[src/hw/rtl/crb_pkg.sv]
// Shared types, constants and helpers for the cursor bitmap expander.
package crb_pkg;

  localparam int LANES     = 8;
  localparam int CNT_W     = 4;
  localparam int PIX_W     = 32;
  localparam int BYTE_W    = 8;
  localparam int COLOR_W   = 48;
  localparam int DIM_W     = 9;
  localparam int ROW_W     = 8;
  localparam int CFG_IDX_W = 3;

  localparam logic [DIM_W-1:0] MAX_HEIGHT = 9'd256;
  localparam logic [DIM_W-1:0] DIM_RESET  = 9'd16;
  localparam logic [PIX_W-1:0] ALPHA_OPAQUE = 32'hff00_0000;

  // register indexes of the configuration port
  localparam logic [CFG_IDX_W-1:0] CFG_FORE_COLOR   = 3'd0;
  localparam logic [CFG_IDX_W-1:0] CFG_BACK_COLOR   = 3'd1;
  localparam logic [CFG_IDX_W-1:0] CFG_LSB_FIRST    = 3'd2;
  localparam logic [CFG_IDX_W-1:0] CFG_ARGB_MODE    = 3'd3;
  localparam logic [CFG_IDX_W-1:0] CFG_IMAGE_WIDTH  = 3'd4;
  localparam logic [CFG_IDX_W-1:0] CFG_IMAGE_HEIGHT = 3'd5;

  typedef struct packed {
    logic [PIX_W-1:0] pixel;
    logic             row_end;
    logic             last;
  } crb_res_t;

  typedef struct packed {
    crb_res_t [LANES-1:0] res;
    logic [CNT_W-1:0]     cnt;
  } crb_burst_t;

  // opaque ARGB from the high bytes of the 16-bit R, G, B channels
  function automatic logic [PIX_W-1:0] opaque_color(input logic [COLOR_W-1:0] c);
    return ALPHA_OPAQUE | {8'h00, c[47:40], c[31:24], c[15:8]};
  endfunction

endpackage

[src/hw/rtl/crb_if.sv]
// Request channel interfaces: bitmap input and ARGB pixel output.
interface crb_in_if import crb_pkg::*; ();
  logic              valid;
  logic              ready;
  logic [BYTE_W-1:0] source_byte;
  logic [BYTE_W-1:0] mask_byte;
  logic [PIX_W-1:0]  argb_pixel;

  modport source (output valid, source_byte, mask_byte, argb_pixel, input ready);
  modport sink   (input valid, source_byte, mask_byte, argb_pixel, output ready);
endinterface

interface crb_out_if import crb_pkg::*; ();
  logic             valid;
  logic             ready;
  logic [PIX_W-1:0] pixel;
  logic             row_end;
  logic             last;

  modport source (output valid, pixel, row_end, last, input ready);
  modport sink   (input valid, pixel, row_end, last, output ready);
endinterface

[src/hw/rtl/cursor_bitmap_to_argb.sv]
// Cursor bitmap expander top level: config registers, position counters, lanes.
//
// Usage: each request on in_chan carries one byte of the source plane and one
// of the mask plane (bitmap mode) or one ready ARGB pixel (argb_mode = 1).
// A bitmap byte expands into up to eight pixels on out_chan, left to right;
// padding bits and padding bytes at the end of a scanline give no pixel.
// row_end marks the last pixel of a row, last the last pixel of the image.
// Registers are written over cfg_we/cfg_index/cfg_wdata while the block is
// idle; a write of argb_mode, image_width or image_height restarts the image.
// With the block empty, an accepted request passes the pending register and
// then the drain buffer before its first pixel is on out_chan.
// Throughput: eight lanes expand a byte at once, and the output drains one
// pixel per cycle while out_chan is ready. One request waits in a pending
// register while the previous one drains, so in_chan keeps flowing while
// out_chan is busy.
// A stall on out_chan holds the current pixel and backs up into in_chan once
// the pending register is full.
// Reset: colors 0, MSB-first bit order, bitmap mode, 16x16, counters at 0.
module cursor_bitmap_to_argb import crb_pkg::*; #(
  parameter int MAX_WIDTH         = 256,
  parameter int SCANLINE_PAD_BITS = 32
) (
  input  logic                 clk,
  input  logic                 rst_n,
  input  logic                 cfg_we,
  input  logic [CFG_IDX_W-1:0] cfg_index,
  input  logic [COLOR_W-1:0]   cfg_wdata,
  crb_in_if.sink               in_chan,
  crb_out_if.source            out_chan
);

  localparam int CW_RAW = $clog2(MAX_WIDTH + 2 * SCANLINE_PAD_BITS + 16);
  localparam int CW     = (CW_RAW > DIM_W + 1) ? CW_RAW : DIM_W + 1;
  localparam logic [CW-1:0] PAD = CW'(SCANLINE_PAD_BITS);
  localparam logic [CW-1:0] WMAX = CW'(MAX_WIDTH);

  // configuration registers
  logic [COLOR_W-1:0] fore_r, back_r;
  logic               lsb_first_r, argb_mode_r;
  logic [DIM_W-1:0]   width_r, height_r;

  // position state
  logic [CW-1:0]    pixel_column_r, pixel_column_nxt;
  logic [CW-4:0]    byte_in_row_r, byte_in_row_nxt;
  logic [CW-1:0]    pw_end_r, pw_end_nxt;
  logic [ROW_W-1:0] row_index_r, row_index_nxt;

  logic [CW-1:0]    w_ext, w_cl;
  logic [DIM_W-1:0] h_cl;
  logic             last_row;
  logic [ROW_W-1:0] row_next;
  logic [CW-1:0]    base, nb;
  logic             byte_row_end;
  logic             argb_row_end;
  logic             accept;
  logic             geom_write;
  logic [PIX_W-1:0] fg, bg;

  logic [LANES-1:0] lane_vld;
  crb_res_t         lane_res [LANES];
  crb_burst_t       burst;
  logic             burst_ready;

  always_ff @(posedge clk) begin
    if (!rst_n) begin
      fore_r      <= '0;
      back_r      <= '0;
      lsb_first_r <= 1'b0;
      argb_mode_r <= 1'b0;
      width_r     <= DIM_RESET;
      height_r    <= DIM_RESET;
    end else if (cfg_we) begin
      case (cfg_index)
        CFG_FORE_COLOR:   fore_r      <= cfg_wdata;
        CFG_BACK_COLOR:   back_r      <= cfg_wdata;
        CFG_LSB_FIRST:    lsb_first_r <= cfg_wdata[0];
        CFG_ARGB_MODE:    argb_mode_r <= cfg_wdata[0];
        CFG_IMAGE_WIDTH:  width_r     <= cfg_wdata[DIM_W-1:0];
        CFG_IMAGE_HEIGHT: height_r    <= cfg_wdata[DIM_W-1:0];
        default: ;
      endcase
    end
  end

  assign geom_write = cfg_we && (cfg_index == CFG_ARGB_MODE ||
                                 cfg_index == CFG_IMAGE_WIDTH ||
                                 cfg_index == CFG_IMAGE_HEIGHT);

  // clamped geometry
  assign w_ext = CW'(width_r);
  always_comb begin
    if (width_r == '0) begin
      w_cl = CW'(1);
    end else if (w_ext > WMAX) begin
      w_cl = WMAX;
    end else begin
      w_cl = w_ext;
    end
    if (height_r == '0) begin
      h_cl = DIM_W'(1);
    end else if (height_r > MAX_HEIGHT) begin
      h_cl = MAX_HEIGHT;
    end else begin
      h_cl = height_r;
    end
  end

  assign last_row = ({1'b0, row_index_r} + DIM_W'(1)) >= h_cl;
  assign row_next = last_row ? '0 : row_index_r + ROW_W'(1);

  assign fg = opaque_color(fore_r);
  assign bg = opaque_color(back_r);

  // pw_end_r is the end of the pad word holding the current byte; the row
  // ends on the first byte that reaches the padded row length
  assign base = {byte_in_row_r, 3'b000};
  assign nb   = base + CW'(BYTE_W);
  assign byte_row_end = ((w_cl <= pw_end_r) && (nb >= pw_end_r)) ||
                        (w_cl <= pw_end_r - PAD);
  assign argb_row_end = (pixel_column_r + CW'(1)) >= w_cl;

  assign accept = in_chan.valid && in_chan.ready;
  assign in_chan.ready = burst_ready;

  always_comb begin
    pixel_column_nxt = pixel_column_r;
    byte_in_row_nxt  = byte_in_row_r;
    pw_end_nxt       = pw_end_r;
    row_index_nxt    = row_index_r;
    if (geom_write) begin
      pixel_column_nxt = '0;
      byte_in_row_nxt  = '0;
      pw_end_nxt       = PAD;
      row_index_nxt    = '0;
    end else if (accept) begin
      if (argb_mode_r) begin
        if (argb_row_end) begin
          pixel_column_nxt = '0;
          row_index_nxt    = row_next;
        end else begin
          pixel_column_nxt = pixel_column_r + CW'(1);
        end
      end else if (byte_row_end) begin
        byte_in_row_nxt = '0;
        pw_end_nxt      = PAD;
        row_index_nxt   = row_next;
      end else begin
        byte_in_row_nxt = byte_in_row_r + (CW-3)'(1);
        if (nb >= pw_end_r) begin
          pw_end_nxt = pw_end_r + PAD;
        end
      end
    end
  end

  always_ff @(posedge clk) begin
    if (!rst_n) begin
      pixel_column_r <= '0;
      byte_in_row_r  <= '0;
      pw_end_r       <= PAD;
      row_index_r    <= '0;
    end else begin
      pixel_column_r <= pixel_column_nxt;
      byte_in_row_r  <= byte_in_row_nxt;
      pw_end_r       <= pw_end_nxt;
      row_index_r    <= row_index_nxt;
    end
  end

  for (genvar b = 0; b < LANES; b++) begin : g_lane
    logic s_bit, m_bit;
    assign s_bit = lsb_first_r ? in_chan.source_byte[b] : in_chan.source_byte[LANES-1-b];
    assign m_bit = lsb_first_r ? in_chan.mask_byte[b]   : in_chan.mask_byte[LANES-1-b];

    crb_lane #(.CW(CW)) u_lane (
      .src_bit  (s_bit),
      .msk_bit  (m_bit),
      .col      (base + CW'(b)),
      .width    (w_cl),
      .fg       (fg),
      .bg       (bg),
      .last_row (last_row),
      .valid    (lane_vld[b]),
      .res      (lane_res[b])
    );
  end

  // merge: valid lanes form a prefix, so the count is all the packing needed
  always_comb begin
    for (int i = 0; i < LANES; i++) begin
      burst.res[i] = lane_res[i];
    end
    burst.cnt = CNT_W'($countones(lane_vld));
    if (argb_mode_r) begin
      burst.res[0].pixel   = in_chan.argb_pixel;
      burst.res[0].row_end = argb_row_end;
      burst.res[0].last    = argb_row_end & last_row;
      burst.cnt            = CNT_W'(1);
    end
  end

  crb_drain u_drain (
    .clk         (clk),
    .rst_n       (rst_n),
    .burst_valid (in_chan.valid),
    .burst_ready (burst_ready),
    .burst       (burst),
    .out_chan    (out_chan)
  );

  // image end is always a row end
  a_last_is_row_end: assert property (@(posedge clk) disable iff (!rst_n)
    out_chan.valid |-> (!out_chan.last || out_chan.row_end))
    else $error("last without row_end");

  a_geom_restart: assert property (@(posedge clk) disable iff (!rst_n)
    geom_write |=> (pixel_column_r == '0 && byte_in_row_r == '0 &&
                    row_index_r == '0 && pw_end_r == PAD))
    else $error("position not cleared after geometry write");

  a_row_in_range: assert property (@(posedge clk) disable iff (!rst_n)
    {1'b0, row_index_r} < h_cl)
    else $error("row index past image height");

  a_col_in_range: assert property (@(posedge clk) disable iff (!rst_n)
    pixel_column_r < w_cl)
    else $error("pixel column past image width");

endmodule

[src/hw/rtl/crb_lane.sv]
// One pixel lane: turns a source/mask bit pair at a column into an ARGB result.
module crb_lane import crb_pkg::*; #(
  parameter int CW = 10
) (
  input  logic             src_bit,
  input  logic             msk_bit,
  input  logic [CW-1:0]    col,
  input  logic [CW-1:0]    width,
  input  logic [PIX_W-1:0] fg,
  input  logic [PIX_W-1:0] bg,
  input  logic             last_row,
  output logic             valid,
  output crb_res_t         res
);

  logic row_end;

  assign valid   = col < width;
  assign row_end = (col + CW'(1)) == width;

  always_comb begin
    if (!msk_bit) begin
      res.pixel = '0;
    end else if (src_bit) begin
      res.pixel = fg;
    end else begin
      res.pixel = bg;
    end
    res.row_end = row_end;
    res.last    = row_end & last_row;
  end

endmodule

[src/hw/rtl/crb_drain.sv]
// Pending burst register plus a draining shift buffer, one pixel per cycle out while out_chan is ready.
module crb_drain import crb_pkg::*; (
  input  logic       clk,
  input  logic       rst_n,
  input  logic       burst_valid,
  output logic       burst_ready,
  input  crb_burst_t burst,
  crb_out_if.source  out_chan
);

  logic             pend_vld_r, pend_vld_nxt;
  crb_burst_t       pend_r, pend_nxt;
  crb_burst_t       drn_r, drn_nxt;
  logic [CNT_W-1:0] drn_cnt_r, drn_cnt_nxt;
  logic             fire;
  logic             load;

  assign fire = out_chan.valid & out_chan.ready;
  // drain buffer is empty or frees up this cycle
  assign load = (drn_cnt_r == '0) || ((drn_cnt_r == CNT_W'(1)) && out_chan.ready);
  assign burst_ready = !pend_vld_r || load;

  assign out_chan.valid   = drn_cnt_r != '0;
  assign out_chan.pixel   = drn_r.res[0].pixel;
  assign out_chan.row_end = drn_r.res[0].row_end;
  assign out_chan.last    = drn_r.res[0].last;

  always_comb begin
    pend_vld_nxt = pend_vld_r;
    pend_nxt     = pend_r;
    drn_nxt      = drn_r;
    drn_cnt_nxt  = drn_cnt_r;

    if (load) begin
      if (pend_vld_r) begin
        drn_nxt     = pend_r;
        drn_cnt_nxt = pend_r.cnt;
      end else begin
        drn_cnt_nxt = '0;
      end
      pend_vld_nxt = 1'b0;
    end else if (fire) begin
      for (int i = 0; i < LANES - 1; i++) begin
        drn_nxt.res[i] = drn_r.res[i+1];
      end
      drn_cnt_nxt = drn_cnt_r - CNT_W'(1);
    end

    if (burst_valid && burst_ready) begin
      pend_nxt     = burst;
      pend_vld_nxt = 1'b1;
    end
  end

  always_ff @(posedge clk) begin
    if (!rst_n) begin
      pend_vld_r <= 1'b0;
      drn_cnt_r  <= '0;
    end else begin
      pend_vld_r <= pend_vld_nxt;
      drn_cnt_r  <= drn_cnt_nxt;
    end
    pend_r <= pend_nxt;
    drn_r  <= drn_nxt;
  end

endmodule
[src/flat_wrapper.sv]
// flat-port wrapper written by rule: the top's interface ports become plain ports
module cursor_bitmap_to_argb_flat import crb_pkg::*;
#(
  parameter int MAX_WIDTH         = 256,
  parameter int SCANLINE_PAD_BITS = 32
)
  (clk, rst_n, cfg_we, cfg_index, cfg_wdata, in_chan_valid, in_chan_source_byte, in_chan_mask_byte, in_chan_argb_pixel, in_chan_ready, out_chan_valid, out_chan_pixel, out_chan_row_end, out_chan_last, out_chan_ready);
  crb_in_if in_chan_i ();
  crb_out_if out_chan_i ();
  input  logic clk;
  input  logic rst_n;
  input  logic cfg_we;
  input  logic [CFG_IDX_W-1:0] cfg_index;
  input  logic [COLOR_W-1:0] cfg_wdata;
  input wire logic [$bits(in_chan_i.valid)-1:0] in_chan_valid;
  input wire logic [$bits(in_chan_i.source_byte)-1:0] in_chan_source_byte;
  input wire logic [$bits(in_chan_i.mask_byte)-1:0] in_chan_mask_byte;
  input wire logic [$bits(in_chan_i.argb_pixel)-1:0] in_chan_argb_pixel;
  output wire logic [$bits(in_chan_i.ready)-1:0] in_chan_ready;
  output wire logic [$bits(out_chan_i.valid)-1:0] out_chan_valid;
  output wire logic [$bits(out_chan_i.pixel)-1:0] out_chan_pixel;
  output wire logic [$bits(out_chan_i.row_end)-1:0] out_chan_row_end;
  output wire logic [$bits(out_chan_i.last)-1:0] out_chan_last;
  input wire logic [$bits(out_chan_i.ready)-1:0] out_chan_ready;
  assign in_chan_i.valid = in_chan_valid;
  assign in_chan_i.source_byte = in_chan_source_byte;
  assign in_chan_i.mask_byte = in_chan_mask_byte;
  assign in_chan_i.argb_pixel = in_chan_argb_pixel;
  assign in_chan_ready = in_chan_i.ready;
  assign out_chan_valid = out_chan_i.valid;
  assign out_chan_pixel = out_chan_i.pixel;
  assign out_chan_row_end = out_chan_i.row_end;
  assign out_chan_last = out_chan_i.last;
  assign out_chan_i.ready = out_chan_ready;
  cursor_bitmap_to_argb #(.MAX_WIDTH(MAX_WIDTH), .SCANLINE_PAD_BITS(SCANLINE_PAD_BITS)) u_core (.clk(clk), .rst_n(rst_n), .cfg_we(cfg_we), .cfg_index(cfg_index), .cfg_wdata(cfg_wdata), .in_chan(in_chan_i), .out_chan(out_chan_i));
endmodule
[config.mk]
export PLATFORM = sky130hd
export DESIGN_NAME = cursor_bitmap_to_argb_flat
export DESIGN_NICKNAME = d
export VERILOG_FILES = /design/src/hw/rtl/crb_pkg.sv /design/src/hw/rtl/crb_if.sv /design/src/hw/rtl/cursor_bitmap_to_argb.sv /design/src/hw/rtl/crb_lane.sv /design/src/hw/rtl/crb_drain.sv /design/src/flat_wrapper.sv
export SDC_FILE = /design/constraint.sdc
export NUM_CORES = 1
export LEC_CHECK = 0
export BUFFER_PORTS_ARGS = -buffer_cell sky130_fd_sc_hd__buf_2
export CORE_MARGIN = 1
export CORE_UTILIZATION = 68
export CTS_BUF_LIST = sky130_fd_sc_hd__clkbuf_16
export CTS_CLUSTER_SIZE = 16
export DETAILED_ROUTE_END_ITERATION = 10
export GPL_TIMING_DRIVEN = 0
export HOLD_SLACK_MARGIN = 0.08
export PLACE_DENSITY = 0.95
export SLEW_MARGIN = 20
export SYNTH_ARGS = -nofsm -noshare
export SYNTH_HDL_FRONTEND = slang
export SYNTH_HIERARCHICAL = 1
export SYNTH_SLANG_ARGS = --single-unit
export TNS_END_PERCENT = 20
[constraint.sdc]
create_clock -name clk -period 25.2 [get_ports clk]
set_input_delay 5.04 -clock clk [delete_from_list [all_inputs] [get_ports clk]]
set_output_delay 5.04 -clock clk [all_outputs]
set_load 0.01 [all_outputs]
==> results <==
- The run finished with clean final reports.
- The total clock buffers created by CTS is 66.
- The worst setup slack after layout is 13,710 ps.
- The die area is 0.05307 mm^2.
- In the final routed layout, each cell accounts on average for 21.86 um.
- The number of max-slew violations in the final report is 0.
- The family with the most delay on the worst path is buffers and inverters.
- The area growth from synthesis to layout is 14.47%.
- The H-tree was split into 3 levels.
- After routing the design area is 0.04060 mm^2.
- Row generation in the floorplan step produced 83 rows.
- The static power due to leakage is 0.01592 uW.
- Of the cells placed in the final design, the portion with a size suffix greater than 1 is 0.1286.
- The main flop type after synthesis is sky130_fd_sc_hd__edfxtp_1.
- The number of design rule violations left after detail routing is 0.
- The post-place setup slack is 13,790 ps.
- The largest stage delay on the critical path is 240 ps.
- The fraction of synthesis flops using an asynchronous set or reset pin is 0.
- After global routing the overflow that remains totals 0.
- The largest total area in the synthesized netlist belongs to sky130_fd_sc_hd__edfxtp_1.
- The maximum ir drop on the vdd rail is 0.00007794 V.
- The post-CTS setup buffer count is 0.
- The starting density of the core is 0.6899.
- The initial antenna violation count is 3.
- The class of the tightest hold or removal check is reg -> reg.
- TritonCTS built the clock tree.
- Power spread over the standard cell area amounts to 100.5 mW/mm^2.
- The arrival time of the worst setup path is 6450 ps.
- The detail route stage leaves a number of antenna-violating nets equal to 0.
- The count of instances resized after the clock tree is built is 0.
- STA classifies the critical path startpoint as a primary input.
- The largest driver fanout on the critical path is 10.
- Summing all placed instances gives a cell area of 0.03842 mm^2.
- In the finished design, the share of the clock period the worst path needs comes to 0.4560.
- Setup total negative slack on the finished layout was measured at 0 ps.
- The clock period could shrink to 11,490 ps.
- The worst hold path depth is 0.
- Headroom to the max-slew limit came out at 0.2097.
- The non-filler instance count after layout is 4,470.
- On the final layout, the worst clock skew is 24.04 ps.
- 140 I/O pins were placed.
- At the end of the flow, the number of nets in the layout was 3,974.
- The via count of the first global-routing pass was 28,140.
- Detailed routing inserted a total of 27,780 vias.
- The maximum number of pins on one net before global-route repair is 59.
- The floorplan die height is 230.4 um.
- Ranked by instance count, the synthesized netlist is headed by sky130_fd_sc_hd__nand2_1, sky130_fd_sc_hd__edfxtp_1, sky130_fd_sc_hd__nor2b_1.
- The mapped netlist covers 0.03546 mm^2.
- Of the synthesized area, sequential elements account for 0.5222.
- The average vias per placed instance is 6.215.
- The cell sitting at the root of the clock tree is a sky130_fd_sc_hd__clkbuf_16.
- The iteration count of the initial detailed-routing pass is 6.
- Of the post-synthesis cell area, the dominant cell type holds 0.4640.
- Synthesis produced a netlist whose cell count is 3,249.
- The total global routing track utilization is 0.3668.
- Port buffering added 122 buffers.
- During synthesis, Yosys emitted a total of 6 warnings.
- By area the synthesized netlist is led by sky130_fd_sc_hd__edfxtp_1, sky130_fd_sc_hd__mux2i_1, sky130_fd_sc_hd__nand2_1.
- The number of hold-repair buffers added at the cts stage is 0.
- The standard cell core area is 0.05141 mm^2.
- At the pin with the least slew margin, the transition time is 1180 ps.
- For this block, the routed nets add up to 97,700 um of wire.
- Counting stages on the worst path, the most repeated cell is sky130_fd_sc_hd__buf_2.
- Counting tap cells, the placed design contains a total of 4,350 instances.
- The post-synthesis area per instance is 10.92 um^2.
- The register bit total from synthesis is 651.
- The number of DRC markers after the initial detailed-route iteration is 3,829.
- The required time of the worst setup path is 20,160 ps.
- Max-cap violations in this run came to 0.
- The path length in cells of the critical path is 7.
- The number of cells on the worst reg-to-reg path is 18.
- The count of final hold-check violations was 0.
- STA classifies the critical path endpoint as an output port.
- After filler insertion, the fill cell instance count of the layout stands at 2,581.
- The slowest cell on the critical path is sky130_fd_sc_hd__a21o_4.
- No sink is reached through more buffers than the 3 on the longest clock path.
- The final number of setup-violating endpoints is 0.
- The HPWL after detailed placement is 62,310 um.
- The first global-routing pass estimated 150,100 um of wire.
- Power comes to 4079 uW.
- Static timing analysis puts the maximum clock frequency at 87.02 MHz.
- The congestion estimate from routability-driven global placement came to 0.8569.
- The number of synthesized flops with an enable pin is 548.
- Setup repair after global routing left no endpoint under its margin.
- The clock reaches the later pin of the worst-skew pair after 610 ps.
- The signal on the critical path passes through buf_2 > a21o_4 > nand2_4 > buf_8 > buf_6 > nand2_1 > buf_2.
- The CTS clock-pin slew for the worst setup and hold paths is 70 ps.
- Counting distinct cell types in the post-synthesis netlist gives 85.
- The buffering stage count on the worst path with inverters included is 4.
- Clock tree synthesis found a total of 651 sinks.
- In this run the horizontal extent of the chip is 230.4 um.
- In the post-synthesis netlist, the cell with the most instances is sky130_fd_sc_hd__nand2_1.
- The kind of critical path is in -> out.
[layer usage]
metal	part of all wire	GRT usage	vias up
li1	-	-	12160
met1	0.35	0.4381	12970
met2	0.48	0.6112	2138
met3	0.11	0.08547	515
met4	0.058	0.2086	0
met5	0	0	-
[placed cells by master (no fill, tap or decap), types with 31 or more instances in the layout]
master / n
sky130_fd_sc_hd__mux2_2: 48
sky130_fd_sc_hd__xnor2_1: 80
sky130_fd_sc_hd__ha_1: 128
sky130_fd_sc_hd__nor2_1: 50
sky130_fd_sc_hd__nand3_1: 57
sky130_fd_sc_hd__clkbuf_1: 101
sky130_fd_sc_hd__o21a_1: 31
sky130_fd_sc_hd__inv_1: 119
sky130_fd_sc_hd__nand2_1: 657
sky130_fd_sc_hd__o21ai_0: 170
sky130_fd_sc_hd__conb_1: 282
sky130_fd_sc_hd__edfxtp_1: 548
sky130_fd_sc_hd__clkbuf_16: 73
sky130_fd_sc_hd__nor2b_1: 276
sky130_fd_sc_hd__a21oi_1: 34
sky130_fd_sc_hd__xor2_1: 49
sky130_fd_sc_hd__buf_2: 155
sky130_fd_sc_hd__o21ai_1: 102
sky130_fd_sc_hd__dfxtp_1: 96
sky130_fd_sc_hd__a21boi_0: 66
sky130_fd_sc_hd__buf_4: 43
sky130_fd_sc_hd__mux2i_1: 258
[registers in the layout, indices dropped and copies added, names as in the netlist, 9 cells and up]
signal,cells
u_core/u_drain/pend_r,276
u_core/u_drain/drn_r,238
u_core/u_drain/out_chan.pixel,32
u_core/back_r,24
u_core/fore_r,24
u_core/pixel_column_r,10
u_core/height_r,9
u_core/width_r,9
[layout make-up]
type / instances / area [um^2] / share of cell area
Antenna cell: 3 / 7.507 / 0.0001849
Clock buffer: 73 / 1827 / 0.04500
Multi-Input combinational cell: 2555 / 16320 / 0.4019
Timing Repair Buffer: 141 / 1012 / 0.02493
Tap cell: 680 / 850.8 / 0.02096
Sequential cell: 651 / 18530 / 0.4564
Clock inverter: 44 / 331.6 / 0.008167
Buffer: 211 / 1303 / 0.03208
Inverter: 112 / 420.4 / 0.01036
[report_power, final]
group | switching, uW | total [uW] | internal, uW
combinational | 881 | 1320 | 437
sequential | 128 | 1770 | 1650
clock | 414 | 986 | 572
[per-stage QoR]
stage          utilization  hold slack (ps)
2_1_floorplan            -            400.3
3_3_place_gp        0.7388            401.4
3_5_place_dp        0.7475            405.4
4_1_cts             0.7895            419.6
5_1_grt             0.7897            428.7
6_report            0.7897            415.4
[worst reg2reg max path: stages (launching register included)]
cell and delay (ps):
sky130_fd_sc_hd__dfxtp_1 470, sky130_fd_sc_hd__clkinv_1 290, sky130_fd_sc_hd__nand2_1 150, sky130_fd_sc_hd__inv_1 820
sky130_fd_sc_hd__inv_1 240, sky130_fd_sc_hd__ha_1 360, sky130_fd_sc_hd__o21a_1 100, sky130_fd_sc_hd__o21ai_0 180
sky130_fd_sc_hd__a21oi_1 100, sky130_fd_sc_hd__o22ai_1 270, sky130_fd_sc_hd__fa_1 460, sky130_fd_sc_hd__inv_1 110
sky130_fd_sc_hd__fa_1 430, sky130_fd_sc_hd__fa_1 490, sky130_fd_sc_hd__inv_1 50, sky130_fd_sc_hd__ha_1 210
sky130_fd_sc_hd__fa_1 460, sky130_fd_sc_hd__xnor2_1 230, sky130_fd_sc_hd__nor2_1 60
[final timing paths]
check                             startpoint                         to  slack, ps
setup / recovery              out_chan_ready              in_chan_ready      13710
hold / removal    u_core/u_drain/pend_r[247]  u_core/u_drain/drn_r[247]        420
setup reg to reg           u_core/width_r[8]   u_core/u_drain/pend_r[2]      19450
hold reg to reg   u_core/u_drain/pend_r[247]  u_core/u_drain/drn_r[247]        420
[logic make-up after synthesis]
group / Yosys count / synth area share
xor+xnor: 135 / 0.03461
buf+inv: 323 / 0.04855
mux: 306 / 0.08806
compound gates: 519 / 0.09339
flops: 651 / 0.5222
other cells: 2 / 0.0002118
simple gates: 1181 / 0.1656
fa+ha+maj: 132 / 0.04742
Power figures use the tool's default switching activity.
